[config.mk]
export PLATFORM = sky130hd
export DESIGN_NAME = pedal_calibration_plausibility
export DESIGN_NICKNAME = d
export VERILOG_FILES = /design/src/hw/rtl/pcp_pkg.sv /design/src/hw/rtl/pcp_div.sv /design/src/hw/rtl/pedal_calibration_plausibility.sv
export SDC_FILE = /design/constraint.sdc
export NUM_CORES = 2
export LEC_CHECK = 0
export ABC_AREA = 1
export BUFFER_PORTS_ARGS = -buffer_cell sky130_fd_sc_hd__buf_2
export CAP_MARGIN = 20
export CELL_PAD_IN_SITES_DETAIL_PLACEMENT = 1
export CELL_PAD_IN_SITES_GLOBAL_PLACEMENT = 1
export CORE_ASPECT_RATIO = 1.5
export CORE_MARGIN = 10
export CORE_UTILIZATION = 30
export CTS_CLUSTER_DIAMETER = 40
export DETAILED_ROUTE_END_ITERATION = 6
export GPL_ROUTABILITY_DRIVEN = 0
export PLACE_DENSITY = 0.58
export SLEW_MARGIN = 0
export SYNTH_ARGS = -nofsm -noshare
export SYNTH_HDL_FRONTEND = slang
export SYNTH_SLANG_ARGS = --single-unit
export TNS_END_PERCENT = 50
[constraint.sdc]
create_clock -name clk -period 12.1 [get_ports clk]
set_clock_uncertainty 0.1 [all_clocks]
set_input_delay 3.025 -clock clk [delete_from_list [all_inputs] [get_ports clk]]
set_output_delay 3.025 -clock clk [all_outputs]
set_load 0.005 [all_outputs]
[src/hw/rtl/pcp_pkg.sv]
// shared types and constants for the pedal calibration and plausibility block
`timescale 1ns / 1ps
`default_nettype none

package pcp_pkg;

  // default converter width
  localparam int SAMPLE_BITS_DEF = 12;

  // configuration data widths
  localparam int CFG_W = 12;
  localparam int PCT_W = 7;
  localparam int CFG_IDX_W = 3;

  // operation codes
  localparam logic [1:0] OP_CALIBRATE = 2'd0;
  localparam logic [1:0] OP_DEADZONE  = 2'd1;
  localparam logic [1:0] OP_MEASURE   = 2'd2;

  // configuration register indexes
  localparam logic [CFG_IDX_W-1:0] CFG_OPEN_WIRE     = 3'd0;
  localparam logic [CFG_IDX_W-1:0] CFG_SHORT_WIRE    = 3'd1;
  localparam logic [CFG_IDX_W-1:0] CFG_BRAKE_HOLD    = 3'd2;
  localparam logic [CFG_IDX_W-1:0] CFG_THR_FAULT     = 3'd3;
  localparam logic [CFG_IDX_W-1:0] CFG_THR_RELEASE   = 3'd4;
  localparam logic [CFG_IDX_W-1:0] CFG_MIN_SPAN      = 3'd5;
  localparam logic [CFG_IDX_W-1:0] CFG_THR_DEAD      = 3'd6;
  localparam logic [CFG_IDX_W-1:0] CFG_BRAKE_DEAD    = 3'd7;

  // fixed percentages
  localparam logic [PCT_W-1:0] PCT_FULL     = 7'd100;
  localparam logic [PCT_W-1:0] DISAGREE_PCT = 7'd10;

  // sensor slots
  localparam int N_SENSORS = 3;
  localparam logic [1:0] SENSOR_BRAKE = 2'd2;

endpackage

`default_nettype wire

[src/hw/rtl/pcp_div.sv]
// shared restoring divider, one quotient bit per cycle
`timescale 1ns / 1ps
`default_nettype none

module pcp_div #(
  parameter int NUM_W = 19,
  parameter int DEN_W = 12
) (
  input  wire logic             clk,
  input  wire logic             rst,
  input  wire logic             start,
  input  wire logic [NUM_W-1:0] num,
  input  wire logic [DEN_W-1:0] den,
  output logic                  done,
  output logic [NUM_W-1:0]      quo
);

  localparam int CNT_W = $clog2(NUM_W + 1);

  logic [NUM_W-1:0] work;
  logic [DEN_W-1:0] rem;
  logic [DEN_W-1:0] den_q;
  logic [CNT_W-1:0] count;
  logic             running;

  logic [DEN_W:0] rem_shift;
  logic [DEN_W:0] rem_sub;
  logic           fits;

  always_comb begin
    rem_shift = {rem, work[NUM_W-1]};
    rem_sub   = rem_shift - {1'b0, den_q};
    fits      = rem_shift >= {1'b0, den_q};
  end

  always_ff @(posedge clk) begin
    if (rst) begin
      running <= 1'b0;
      done    <= 1'b0;
    end else begin
      done <= 1'b0;
      if (start) begin
        work    <= num;
        den_q   <= den;
        rem     <= '0;
        count   <= CNT_W'(NUM_W);
        running <= 1'b1;
      end else if (running) begin
        rem   <= fits ? rem_sub[DEN_W-1:0] : rem_shift[DEN_W-1:0];
        work  <= {work[NUM_W-2:0], fits};
        count <= count - 1'b1;
        if (count == CNT_W'(1)) begin
          running <= 1'b0;
          done    <= 1'b1;
        end
      end
    end
  end

  assign quo = work;

endmodule

`default_nettype wire

[src/hw/rtl/pedal_calibration_plausibility.sv]
// pedal calibration and plausibility top level
// Input channel in_valid/in_ready carries op and the three raw readings
// (two throttle sensors, one brake sensor). Output channel out_valid/out_ready
// carries the three percents and the ready_res, disagree and implausible flags.
// One result per input transaction. Calibrate takes one step per sensor, deadzone
// two per sensor (span times percent, then a reciprocal multiply for the divide
// by 100), and an unused op goes straight to the finish step. Measure makes one
// pass per sensor through the shared restoring divider, one quotient bit per
// cycle over a SAMPLE_BITS + 7 bit dividend, then one flag step after the last
// sensor. A measure of a sensor whose window is not calibrated skips its divide.
// in_ready is high only while the sequencer is idle; one item is at work at
// a time. A finished result sits in the output register, and the next
// transaction is accepted while it waits; if the receiver stalls until the
// following result is done, the sequencer holds until the register frees.
// Reset clears the calibration marks, the fault latch and the configuration
// to their defaults; the block comes out of reset idle, with in_ready high.
// Configuration writes land at once and are meant for idle periods only.
`timescale 1ns / 1ps
`default_nettype none

module pedal_calibration_plausibility
  import pcp_pkg::*;
#(
  parameter int SAMPLE_BITS = SAMPLE_BITS_DEF
) (
  input  wire logic                   clk,
  input  wire logic                   rst,
  input  wire logic                   in_valid,
  output logic                        in_ready,
  input  wire logic [1:0]             op,
  input  wire logic [SAMPLE_BITS-1:0] throttle_a_raw,
  input  wire logic [SAMPLE_BITS-1:0] throttle_b_raw,
  input  wire logic [SAMPLE_BITS-1:0] brake_raw,
  output logic                        out_valid,
  input  wire logic                   out_ready,
  output logic [PCT_W-1:0]            throttle_a_pct,
  output logic [PCT_W-1:0]            throttle_b_pct,
  output logic [PCT_W-1:0]            brake_pct,
  output logic                        ready_res,
  output logic                        disagree,
  output logic                        implausible,
  input  wire logic                   cfg_we,
  input  wire logic [CFG_IDX_W-1:0]   cfg_idx,
  input  wire logic [CFG_W-1:0]       cfg_data
);

  localparam int SB    = SAMPLE_BITS;
  localparam int LOW_W = SB + 3;
  localparam int NUM_W = SB + 7;
  localparam int CMP_W = (SB > CFG_W) ? SB : CFG_W;

  // divide by 100 as a multiply by ceil(2^REC_SH / 100), exact below 2^NUM_W
  localparam int REC_SH = NUM_W + 7;
  localparam int REC_W  = NUM_W + 1;
  localparam int MUL_W  = 2 * NUM_W + 1;
  localparam logic [REC_W-1:0] REC_M = REC_W'(((64'd1 << REC_SH) + 64'd99) / 64'd100);

  typedef enum logic [2:0] {
    S_IDLE,
    S_CALIB,
    S_DZ_START,
    S_DZ_WAIT,
    S_MS_START,
    S_MS_WAIT,
    S_FLAGS,
    S_FINISH
  } state_t;

  state_t state;

  // configuration
  logic [CFG_W-1:0] open_wire_limit;
  logic [CFG_W-1:0] short_wire_limit;
  logic [PCT_W-1:0] brake_hold_pct;
  logic [PCT_W-1:0] throttle_fault_pct;
  logic [PCT_W-1:0] throttle_release_pct;
  logic [CFG_W-1:0] min_span;
  logic [PCT_W-1:0] throttle_dead_pct;
  logic [PCT_W-1:0] brake_dead_pct;

  // calibration state per sensor
  logic [LOW_W-1:0] low_mark  [N_SENSORS];
  logic [SB-1:0]    high_mark [N_SENSORS];
  logic [SB-1:0]    span      [N_SENSORS];
  logic             fault_latch;

  // working registers for the current transaction
  logic [SB-1:0]    raw_q [N_SENSORS];
  logic [PCT_W-1:0] pct_q [N_SENSORS];
  logic             dis_q;
  logic             imp_q;
  logic [1:0]       sensor;

  // shared divider
  logic             div_start;
  logic [NUM_W-1:0] div_num;
  logic [SB-1:0]    div_den;
  logic             div_done;
  logic [NUM_W-1:0] div_quo;

  // current sensor view
  logic [SB-1:0]    raw_sel;
  logic [LOW_W-1:0] raw_ext;
  logic [LOW_W-1:0] lo;
  logic [SB-1:0]    hi;
  logic [SB-1:0]    sp;

  // calibrate next values
  logic [LOW_W-1:0] lo_cal;
  logic [SB-1:0]    hi_cal;
  logic [SB-1:0]    sp_cal;

  // measure
  logic [LOW_W-1:0] clamped;
  logic [SB-1:0]    above_low;
  logic             meas_skip;
  logic [PCT_W-1:0] pct_sat;

  // deadzone
  logic [PCT_W-1:0] dead_pct;
  logic [NUM_W-1:0] dz_prod;
  logic [MUL_W-1:0] dz_mul;
  logic [NUM_W-1:0] dz_val;
  logic [LOW_W-1:0] lo_dz;
  logic             dz_fits;

  // flags
  logic [PCT_W-1:0] pct_diff;
  logic             wire_fault;
  logic             dis_next;
  logic             imp_next;
  logic             ready_next;
  logic             last_sensor;

  always_comb begin
    raw_sel = raw_q[sensor];
    raw_ext = LOW_W'(raw_sel);
    lo      = low_mark[sensor];
    hi      = high_mark[sensor];
    sp      = span[sensor];
    last_sensor = (sensor == SENSOR_BRAKE);

    // calibrate: widen the window on one side
    hi_cal = hi;
    lo_cal = lo;
    if (raw_sel > hi) begin
      hi_cal = raw_sel;
    end else if (raw_ext < lo) begin
      lo_cal = raw_ext;
    end
    sp_cal = sp;
    if (LOW_W'(hi_cal) > lo_cal) begin
      sp_cal = SB'(LOW_W'(hi_cal) - lo_cal);
    end

    // measure: clamp into the window
    if (raw_sel > hi) begin
      clamped = LOW_W'(hi);
    end else if (raw_ext < lo) begin
      clamped = lo;
    end else begin
      clamped = raw_ext;
    end
    // window with low above high reads as zero
    meas_skip = (clamped < lo) || (sp == '0);
    above_low = SB'(clamped - lo);
    pct_sat   = (div_quo > NUM_W'(PCT_FULL)) ? PCT_FULL : div_quo[PCT_W-1:0];

    // deadzone
    dead_pct = (sensor == SENSOR_BRAKE) ? brake_dead_pct : throttle_dead_pct;
    dz_mul   = MUL_W'(dz_prod) * MUL_W'(REC_M);
    dz_val   = NUM_W'(dz_mul[MUL_W-1:REC_SH]);
    dz_fits  = dz_val < NUM_W'(sp);
    lo_dz    = LOW_W'(NUM_W'(lo) + dz_val);

    // divider operands
    div_num   = NUM_W'(above_low) * NUM_W'(PCT_FULL);
    div_den   = sp;
    div_start = (state == S_MS_START) && !meas_skip;

    // flags
    pct_diff = (pct_q[0] > pct_q[1]) ? (pct_q[0] - pct_q[1]) : (pct_q[1] - pct_q[0]);
    wire_fault = (CMP_W'(raw_q[0]) < CMP_W'(open_wire_limit))
              || (CMP_W'(raw_q[0]) > CMP_W'(short_wire_limit))
              || (CMP_W'(raw_q[1]) < CMP_W'(open_wire_limit))
              || (CMP_W'(raw_q[1]) > CMP_W'(short_wire_limit));
    dis_next = (pct_diff > DISAGREE_PCT) || wire_fault;
    if (fault_latch) begin
      imp_next = !(pct_q[0] <= throttle_release_pct);
    end else begin
      imp_next = (pct_q[2] >= brake_hold_pct) && (pct_q[0] > throttle_fault_pct);
    end

    ready_next = (CMP_W'(span[0]) > CMP_W'(min_span))
              && (CMP_W'(span[1]) > CMP_W'(min_span))
              && (CMP_W'(span[2]) > CMP_W'(min_span));
  end

  assign in_ready = (state == S_IDLE);

  pcp_div #(
    .NUM_W(NUM_W),
    .DEN_W(SB)
  ) u_div (
    .clk  (clk),
    .rst  (rst),
    .start(div_start),
    .num  (div_num),
    .den  (div_den),
    .done (div_done),
    .quo  (div_quo)
  );

  always_ff @(posedge clk) begin
    if (rst) begin
      state                <= S_IDLE;
      out_valid            <= 1'b0;
      fault_latch          <= 1'b0;
      open_wire_limit      <= 12'd0;
      short_wire_limit     <= 12'd4095;
      brake_hold_pct       <= 7'd10;
      throttle_fault_pct   <= 7'd25;
      throttle_release_pct <= 7'd5;
      min_span             <= 12'd0;
      throttle_dead_pct    <= 7'd5;
      brake_dead_pct       <= 7'd10;
      for (int i = 0; i < N_SENSORS; i++) begin
        low_mark[i]  <= '1;
        high_mark[i] <= '0;
        span[i]      <= SB'(1);
      end
    end else begin
      if (cfg_we) begin
        unique case (cfg_idx)
          CFG_OPEN_WIRE:   open_wire_limit      <= cfg_data;
          CFG_SHORT_WIRE:  short_wire_limit     <= cfg_data;
          CFG_BRAKE_HOLD:  brake_hold_pct       <= cfg_data[PCT_W-1:0];
          CFG_THR_FAULT:   throttle_fault_pct   <= cfg_data[PCT_W-1:0];
          CFG_THR_RELEASE: throttle_release_pct <= cfg_data[PCT_W-1:0];
          CFG_MIN_SPAN:    min_span             <= cfg_data;
          CFG_THR_DEAD:    throttle_dead_pct    <= cfg_data[PCT_W-1:0];
          CFG_BRAKE_DEAD:  brake_dead_pct       <= cfg_data[PCT_W-1:0];
          default: ;
        endcase
      end

      // the finish step refills the register itself
      if (out_valid && out_ready && (state != S_FINISH)) begin
        out_valid <= 1'b0;
      end

      unique case (state)
        S_IDLE: begin
          if (in_valid) begin
            raw_q[0] <= throttle_a_raw;
            raw_q[1] <= throttle_b_raw;
            raw_q[2] <= brake_raw;
            for (int i = 0; i < N_SENSORS; i++) begin
              pct_q[i] <= '0;
            end
            dis_q  <= 1'b0;
            imp_q  <= 1'b0;
            sensor <= '0;
            if (op == OP_CALIBRATE) begin
              state <= S_CALIB;
            end else if (op == OP_DEADZONE) begin
              state <= S_DZ_START;
            end else if (op == OP_MEASURE) begin
              state <= S_MS_START;
            end else begin
              state <= S_FINISH;
            end
          end
        end
        S_CALIB: begin
          low_mark[sensor]  <= lo_cal;
          high_mark[sensor] <= hi_cal;
          span[sensor]      <= sp_cal;
          if (last_sensor) begin
            state <= S_FINISH;
          end else begin
            sensor <= sensor + 1'b1;
          end
        end
        S_DZ_START: begin
          dz_prod <= NUM_W'(sp) * NUM_W'(dead_pct);
          state   <= S_DZ_WAIT;
        end
        S_DZ_WAIT: begin
          // a deadzone that would empty the span leaves the sensor alone
          if (dz_fits) begin
            low_mark[sensor] <= lo_dz;
            span[sensor]     <= sp - SB'(dz_val);
          end
          if (last_sensor) begin
            state <= S_FINISH;
          end else begin
            sensor <= sensor + 1'b1;
            state  <= S_DZ_START;
          end
        end
        S_MS_START: begin
          if (meas_skip) begin
            pct_q[sensor] <= '0;
            if (last_sensor) begin
              state <= S_FLAGS;
            end else begin
              sensor <= sensor + 1'b1;
            end
          end else begin
            state <= S_MS_WAIT;
          end
        end
        S_MS_WAIT: begin
          if (div_done) begin
            pct_q[sensor] <= pct_sat;
            if (last_sensor) begin
              state <= S_FLAGS;
            end else begin
              sensor <= sensor + 1'b1;
              state  <= S_MS_START;
            end
          end
        end
        S_FLAGS: begin
          dis_q       <= dis_next;
          imp_q       <= imp_next;
          fault_latch <= imp_next;
          state       <= S_FINISH;
        end
        S_FINISH: begin
          // wait for the output register to free
          if (!out_valid || out_ready) begin
            throttle_a_pct <= pct_q[0];
            throttle_b_pct <= pct_q[1];
            brake_pct      <= pct_q[2];
            ready_res      <= ready_next;
            disagree       <= dis_q;
            implausible    <= imp_q;
            out_valid      <= 1'b1;
            state          <= S_IDLE;
          end
        end
        default: state <= S_IDLE;
      endcase
    end
  end

`ifndef NO_ASSERTIONS
  // spans start at one and every update keeps them above zero
  a_span_nonzero: assert property (@(posedge clk) disable iff (rst)
    (span[0] != '0) && (span[1] != '0) && (span[2] != '0))
    else $error("calibrated span reached zero");

  a_latch_in_flags: assert property (@(posedge clk) disable iff (rst)
    (fault_latch != $past(fault_latch)) |-> $past(state == S_FLAGS))
    else $error("fault latch moved outside the flag step");

  a_high_in_calib: assert property (@(posedge clk) disable iff (rst)
    ((high_mark[0] != $past(high_mark[0])) || (high_mark[1] != $past(high_mark[1]))
     || (high_mark[2] != $past(high_mark[2]))) |-> $past(state == S_CALIB))
    else $error("high mark moved outside calibration");

  a_div_done_waited: assert property (@(posedge clk) disable iff (rst)
    div_done |-> ((state == S_DZ_WAIT) || (state == S_MS_WAIT)))
    else $error("divider finished with nobody waiting");
`endif

endmodule

`default_nettype wire

## Word-level counts from Yosys, hierarchy flattened

Memory sizes are Yosys's and may differ from the RTL's. A register that Yosys moved wholly into a read port is not among the register bits.
Cells that the tools add are included.

| cells by class | value |
|---|---|
| order comparisons | 19 |
| eq/ne operators | 25 |
| $add $sub $neg | 9 |
| mux-type cells | 82 |
| multipliers | 3 |
| reductions and logical operators | 43 |
| bitwise operators | 5 |

Operators with widths:

| operator | count |
|---|---|
| 15-bit 2-to-1 mux | 6 |
| 12-bit 2-to-1 mux | 7 |
| 12-bit > comparator | 6 |
| 12-bit subtractor | 4 |
| 19-bit by 20-bit multiplier with 39-bit output (second input constant) | 1 |
| 19-bit 2-to-1 mux | 2 |
| 7-bit 2-to-1 mux | 5 |
| 1-bit 2-to-1 mux | 34 |
| 2-bit 2-to-1 mux | 14 |
| 3-bit 2-to-1 mux | 9 |
| 3-bit equality test (second input constant) | 8 |
| 12-bit less-than comparator | 2 |
| 3-bit one-hot mux with 8 select lines | 1 |
| 12-bit OR reduction | 2 |
| 2-bit AND reduction | 11 |
| 19-bit by 7-bit > comparator with 1-bit output (second input constant) | 1 |
| 12-bit by 7-bit multiplier with 19-bit output | 1 |
| 12-bit by 5-bit multiplier with 17-bit output (second input constant) | 1 |
| 15-bit by 13-bit adder with 15-bit output | 1 |
| 12-bit by 15-bit > comparator with 1-bit output | 1 |
| 12-bit by 15-bit less-than comparator with 1-bit output | 1 |
| 15-bit less-than comparator | 1 |
| 15-bit OR reduction | 1 |
| 7-bit > comparator | 2 |
| 34 further kinds | 64 |

| word-level totals | value |
|---|---|
| register bits after elaboration | 173 |
| bits of input ports | 58 |
| memories kept | 5 |
| memory bits (writable) | 174 |
| output and inout bits | 26 |
| logic and storage cells | 219 |

Memory list:

| name | depth | width | rd ports | clocked after memory_dff | wr ports | RTL line | text |
|---|---|---|---|---|---|---|---|
| low_mark | 3 | 15 | 1 | 1 | 3 | pedal_calibration_plausibility.sv:82 | `logic [LOW_W-1:0] low_mark [N_SENSORS];` |
| high_mark | 3 | 12 | 1 | 1 | 3 | pedal_calibration_plausibility.sv:83 | `logic [SB-1:0] high_mark [N_SENSORS];` |
| raw_q | 3 | 12 | 3 | 1 | 3 | pedal_calibration_plausibility.sv:88 | `logic [SB-1:0] raw_q [N_SENSORS];` |
| span | 3 | 12 | 4 | 1 | 3 | pedal_calibration_plausibility.sv:84 | `logic [SB-1:0] span [N_SENSORS];` |
| pct_q | 3 | 7 | 3 | 0 | 3 | pedal_calibration_plausibility.sv:89 | `logic [PCT_W-1:0] pct_q [N_SENSORS];` |

## Logic depth before layout (Yosys ltp)

| depth | value |
|---|---|
| word-level depth | 12 |
| gate-level depth with buffers | 44 |
| gate-level depth less buffers | 40 |

## Cells and area by module

A second synthesis with hierarchy kept.

| second synthesis, totals | value |
|---|---|
| cells, all modules | 3,993 |
| area, all modules | 33,928.8 um^2 |

Modules (own cells, without submodules):

| module | times used | seq. area each (um^2) | area an instance (um^2) | cells an instance |
|---|---|---|---|---|
| pedal_calibration_plausibility | 1 | 9,369.0 | 31,052.3 | 3,647 |
| pcp_div | 1 | 1,481.4 | 2,876.5 | 346 |

## Worst setup path before layout

Ideal clock, no wire load.

| path | value |
|---|---|
| path type | register -> register |
| from | register dz_prod[17] |
| to | memory low_mark[3][0] (netlist name) (enable) |
| clock period less this slack | 8.448 ns |
| cell stages (with the launch flop) | 31 |
| arrival time | 7.928 ns |
| data required time | 11.580 ns |
| setup time | 0.420 ns |
| path buffers | 1 |
| path slack | 3.652 ns |
| cells stage by stage | edfxtp_1 -> fa_1 -> inv_1 -> fa_1 -> inv_1 -> fa_1 -> fa_1 -> fa_1 -> inv_1 -> fa_1 -> inv_1 -> ha_1 -> nand2_1 -> nor2_1 -> inv_1 -> nor3_1 -> nand2_1 -> o21ai_0 -> xnor2_1 -> inv_1 -> ha_1 -> a21oi_1 -> nor2_1 -> nor3b_1 -> nand2_1 -> nand2_1 -> nand2_1 -> a21oi_2 -> nand3_4 -> buf_2 -> a21oi_1 |

RTL lines:

| element | RTL line | text |
|---|---|---|
| start, declared | pedal_calibration_plausibility.sv:121 | `logic [NUM_W-1:0] dz_prod;` |
| start signal, assigned | pedal_calibration_plausibility.sv:286 | `dz_prod <= NUM_W'(sp) * NUM_W'(dead_pct);` |
| end, declared | pedal_calibration_plausibility.sv:82 |  |

==> impl_metrics.env <==
export IMPL_drive_above_1_share_pct=8.24
export IMPL_post_cts_setup_buffers=0
export IMPL_io_buffer_count=83
export IMPL_timing_worst_slew_pin_value_ps=1220
export IMPL_gr_total_overflow=0
export IMPL_wire_per_inst_um=20.1
export IMPL_synthesized_area_fraction_occupied_by_and_or_nand_nor_cells_pct=16.9
export IMPL_max_slew_margin_rel_pct=18.5
export IMPL_clock_root_buffer="clkbuf_16"
export IMPL_wire_length_of_the_first_global_routing_pass_um=171000
export IMPL_worst_ep_arrival_time_ps=10210
export IMPL_postSynthRegisterBits=388
export IMPL_number_of_enable_flip_flop_cells_after_synthesis=308
export IMPL_finalSetupViolations=0
export IMPL_dp_hpwl_um=89900
export IMPL_largest_net_degree_at_the_start_of_global_routing=92
export IMPL_io_pin_count=84
export IMPL_timing_fmax_mhz=100
export IMPL_final_max_slew_viol_count=0
export IMPL_synth_nets=4618
export IMPL_outcome="complete, no violations"
export IMPL_synth_yosys_seq_area_share_pct=32.2
export IMPL_ys_async_sr_fraction_pct=0
export IMPL_finalHoldViolCount=0
export IMPL_ys_warnings_count=0
export IMPL_cts_tree="yes"
export IMPL_synth_ff_type="edfxtp_1"
export IMPL_post_dp_cell_area_um2=35600
export IMPL_worst_hold_path_type="reg -> reg"
export IMPL_fin_area_um2=38100
export IMPL_syn_instance_count=3909
export IMPL_cts_root_to_sink_buffers=3
export IMPL_count_of_hold_buffers_inserted_by_post_cts_repair=0
export IMPL_synth_adder_area_share_pct=28.4
export IMPL_first_global_vias=29308
export IMPL_synth_area_in_xor_xnor_pct=2.34
export IMPL_setup_total_negative_slack_ps=0
export IMPL_path_max_fanout=35
export IMPL_muxShareOfSynthArea_pct=0
export IMPL_criticalPathCategory="reg -> reg"
export IMPL_slowest_delay_ps=790
export IMPL_layout_min_cycle_time_ps=9960
export IMPL_synth_cell_types=62
export IMPL_worst_r2r_setup_slack_ps=2140
export IMPL_antenna_cells=0
export IMPL_critical_path_required_ps=12350
export IMPL_startpoint_types="flop"
export IMPL_layout_worst_path_cycle_share_pct=82.3
export IMPL_post_syn_area_um2=33700
export IMPL_cts_sinks=388
export IMPL_worstSkewPairLatency_ps=680
export IMPL_drc_errors=0
export IMPL_timing_critical_path_slowest_stage_cell="a21oi_2"
export IMPL_drt_wl_total_um=110000
export IMPL_syn_to_final_growth_pct=13.1
export IMPL_numPlacedInstances=5368
export IMPL_tritoncts_num_buffers=70
export IMPL_dieArea_um2=126000
export IMPL_fillCellCount=13210
export IMPL_core_area_um2=111000
export IMPL_layoutNonFillerInstCount=5497
export IMPL_initial_core_util_pct=30.2
export IMPL_antenna_found_initial=1
export IMPL_drt_iter0_drc=969
export IMPL_postSynthAreaPerCell_um2=8.62
export IMPL_placementRows=150
export IMPL_routed_via_count=26559
export IMPL_max_cap_viol_count=0
export IMPL_endpoint_kind="flop"
export IMPL_die_h_um=430
export IMPL_routed_via_density=4.83
export IMPL_synth_top_family_by_area="adder cells"
export IMPL_grt_setup_unrepaired="no"
export IMPL_overall_global_routing_resource_usage_pct=17.6
export IMPL_ant_nets=0
export IMPL_cts_htree_levels=3
export IMPL_synth_compound_area_share_pct=10.5
export IMPL_drt_pass1_iter_count=5
export IMPL_postCtsResizedCells=0
export IMPL_cts_reportedPaths_clkPinSlew_ps=50
export IMPL_final_net_count=4705
export IMPL_chipWidth_um=294
## Yosys cell counts (all sizes together), types with 18 or more instances
master / count / area share (%)
a21o: 18 / 0.40
a21oi: 260 / 3.9
a32oi: 22 / 0.57
buf: 68 / 1.4
clkbuf: 34 / 0.38
dfxtp: 80 / 4.8
edfxtp: 308 / 27
fa: 188 / 11
ha: 463 / 17
inv: 702 / 7.9
nand2: 818 / 9.3
nand3: 132 / 2.1
nand4: 60 / 1.1
nor2: 298 / 3.3
nor3: 22 / 0.39
o211ai: 44 / 1.2
o21ai: 201 / 3.0
xnor2: 32 / 0.83
xor2: 58 / 1.5
## layer usage
layer  up-vias  share of wire [%]  GRT usage, %
met5         -                  0             0
met4         0                4.4          7.94
met3       183                2.4          2.02
met2       321                 54          34.2
met1     13036                 39          18.7
li1      13019                  -             -
## critical path: cells and delay by family, from the launching register on
| kind | cells | cell delay, ps |
|---|---|---|
| AOI/OAI and AO/OA | 3 | 1260 |
| and+or+nand+nor | 13 | 2640 |
| DFF | 1 | 530 |
| xor gates and xnor gates | 1 | 270 |
| adders and majority gates | 8 | 4010 |
| buffers and inverters | 7 | 810 |
## cells by family (layout without fill, tap and decap cells)
kind of cell | Yosys count | in the layout
compound gates | 608 | 608
xor+xnor | 90 | 90
fa+ha+maj | 651 | 651
buf+inv | 809 | 953
flops | 388 | 388
simple gates | 1363 | 1363
## cell usage in the layout (no fill, tap or decap), drive strengths merged, types with 5 or more instances in the layout
cell      Yosys  final
nand4        60     60
and2          6      6
o21bai       11     11
nand3       132    132
clkinv        5     25
or2          12     12
inv         702    721
ha          463    463
o21ai       201    201
a31oi         5      5
xor2         58     58
a21o         18     18
o311ai        5      5
nor3         22     22
o21a          7      7
clkbuf       34     76
nand2       818    818
a211oi        7      7
nand3b        5      5
a21boi        5      5
a32oi        22     22
bufinv        0      6
xnor2        32     32
o2111ai       5      5
clkinvlp      0      8
a21oi       260    260
edfxtp      308    308
fa          188    188
nor4          7      7
o211ai       44     44
dfxtp        80     80
buf          68    117
nor2        298    298
## area by class of cell
cell class / count / area (um2) / area share [%]
well taps: 1444 / 1810 / 4.74
multi-input cells: 2712 / 19600 / 51.5
clock inverters: 53 / 678 / 1.78
clock buffers: 76 / 1790 / 4.71
inverters: 707 / 2660 / 6.99
repair buffers: 117 / 671 / 1.76
flip-flops and latches: 388 / 10900 / 28.5
## final timing paths
| check | startpoint | to | cells after the start |
|---|---|---|---|
| max reg2reg | dz_prod[16] | low_mark[0][4] | 32 |
| min reg2reg | imp_q | implausible | 0 |
| max | dz_prod[16] | low_mark[0][4] | 32 |
| min | imp_q | implausible | 0 |
## registers in the layout (all words and copies together), names as in the netlist, 12 cells and up, named ones only
| register | cells |
|---|---|
| dz_prod | 19 |
| high_mark | 48 |
| low_mark | 60 |
| min_span | 12 |
| open_wire_limit | 12 |
| pct_q | 21 |
| raw_q | 36 |
| short_wire_limit | 12 |
| span | 48 |
| u_div.den_q | 12 |
| u_div.quo | 19 |
| u_div.rem | 12 |
## stage by stage
stage               hold slack [ps]  utilization [%]  setup slack [ps]
global placement                303             32.0              2190
global route                    342             34.2              1460
finish                          320             34.2              2140
CTS                             322             34.2              2100
floorplan                       300                -              3650
detailed placement              309             32.0              2100
Power is left out: the tool's default activity adds up to more than one toggle a clock period on the data nets, which glitch-free logic cannot reach.
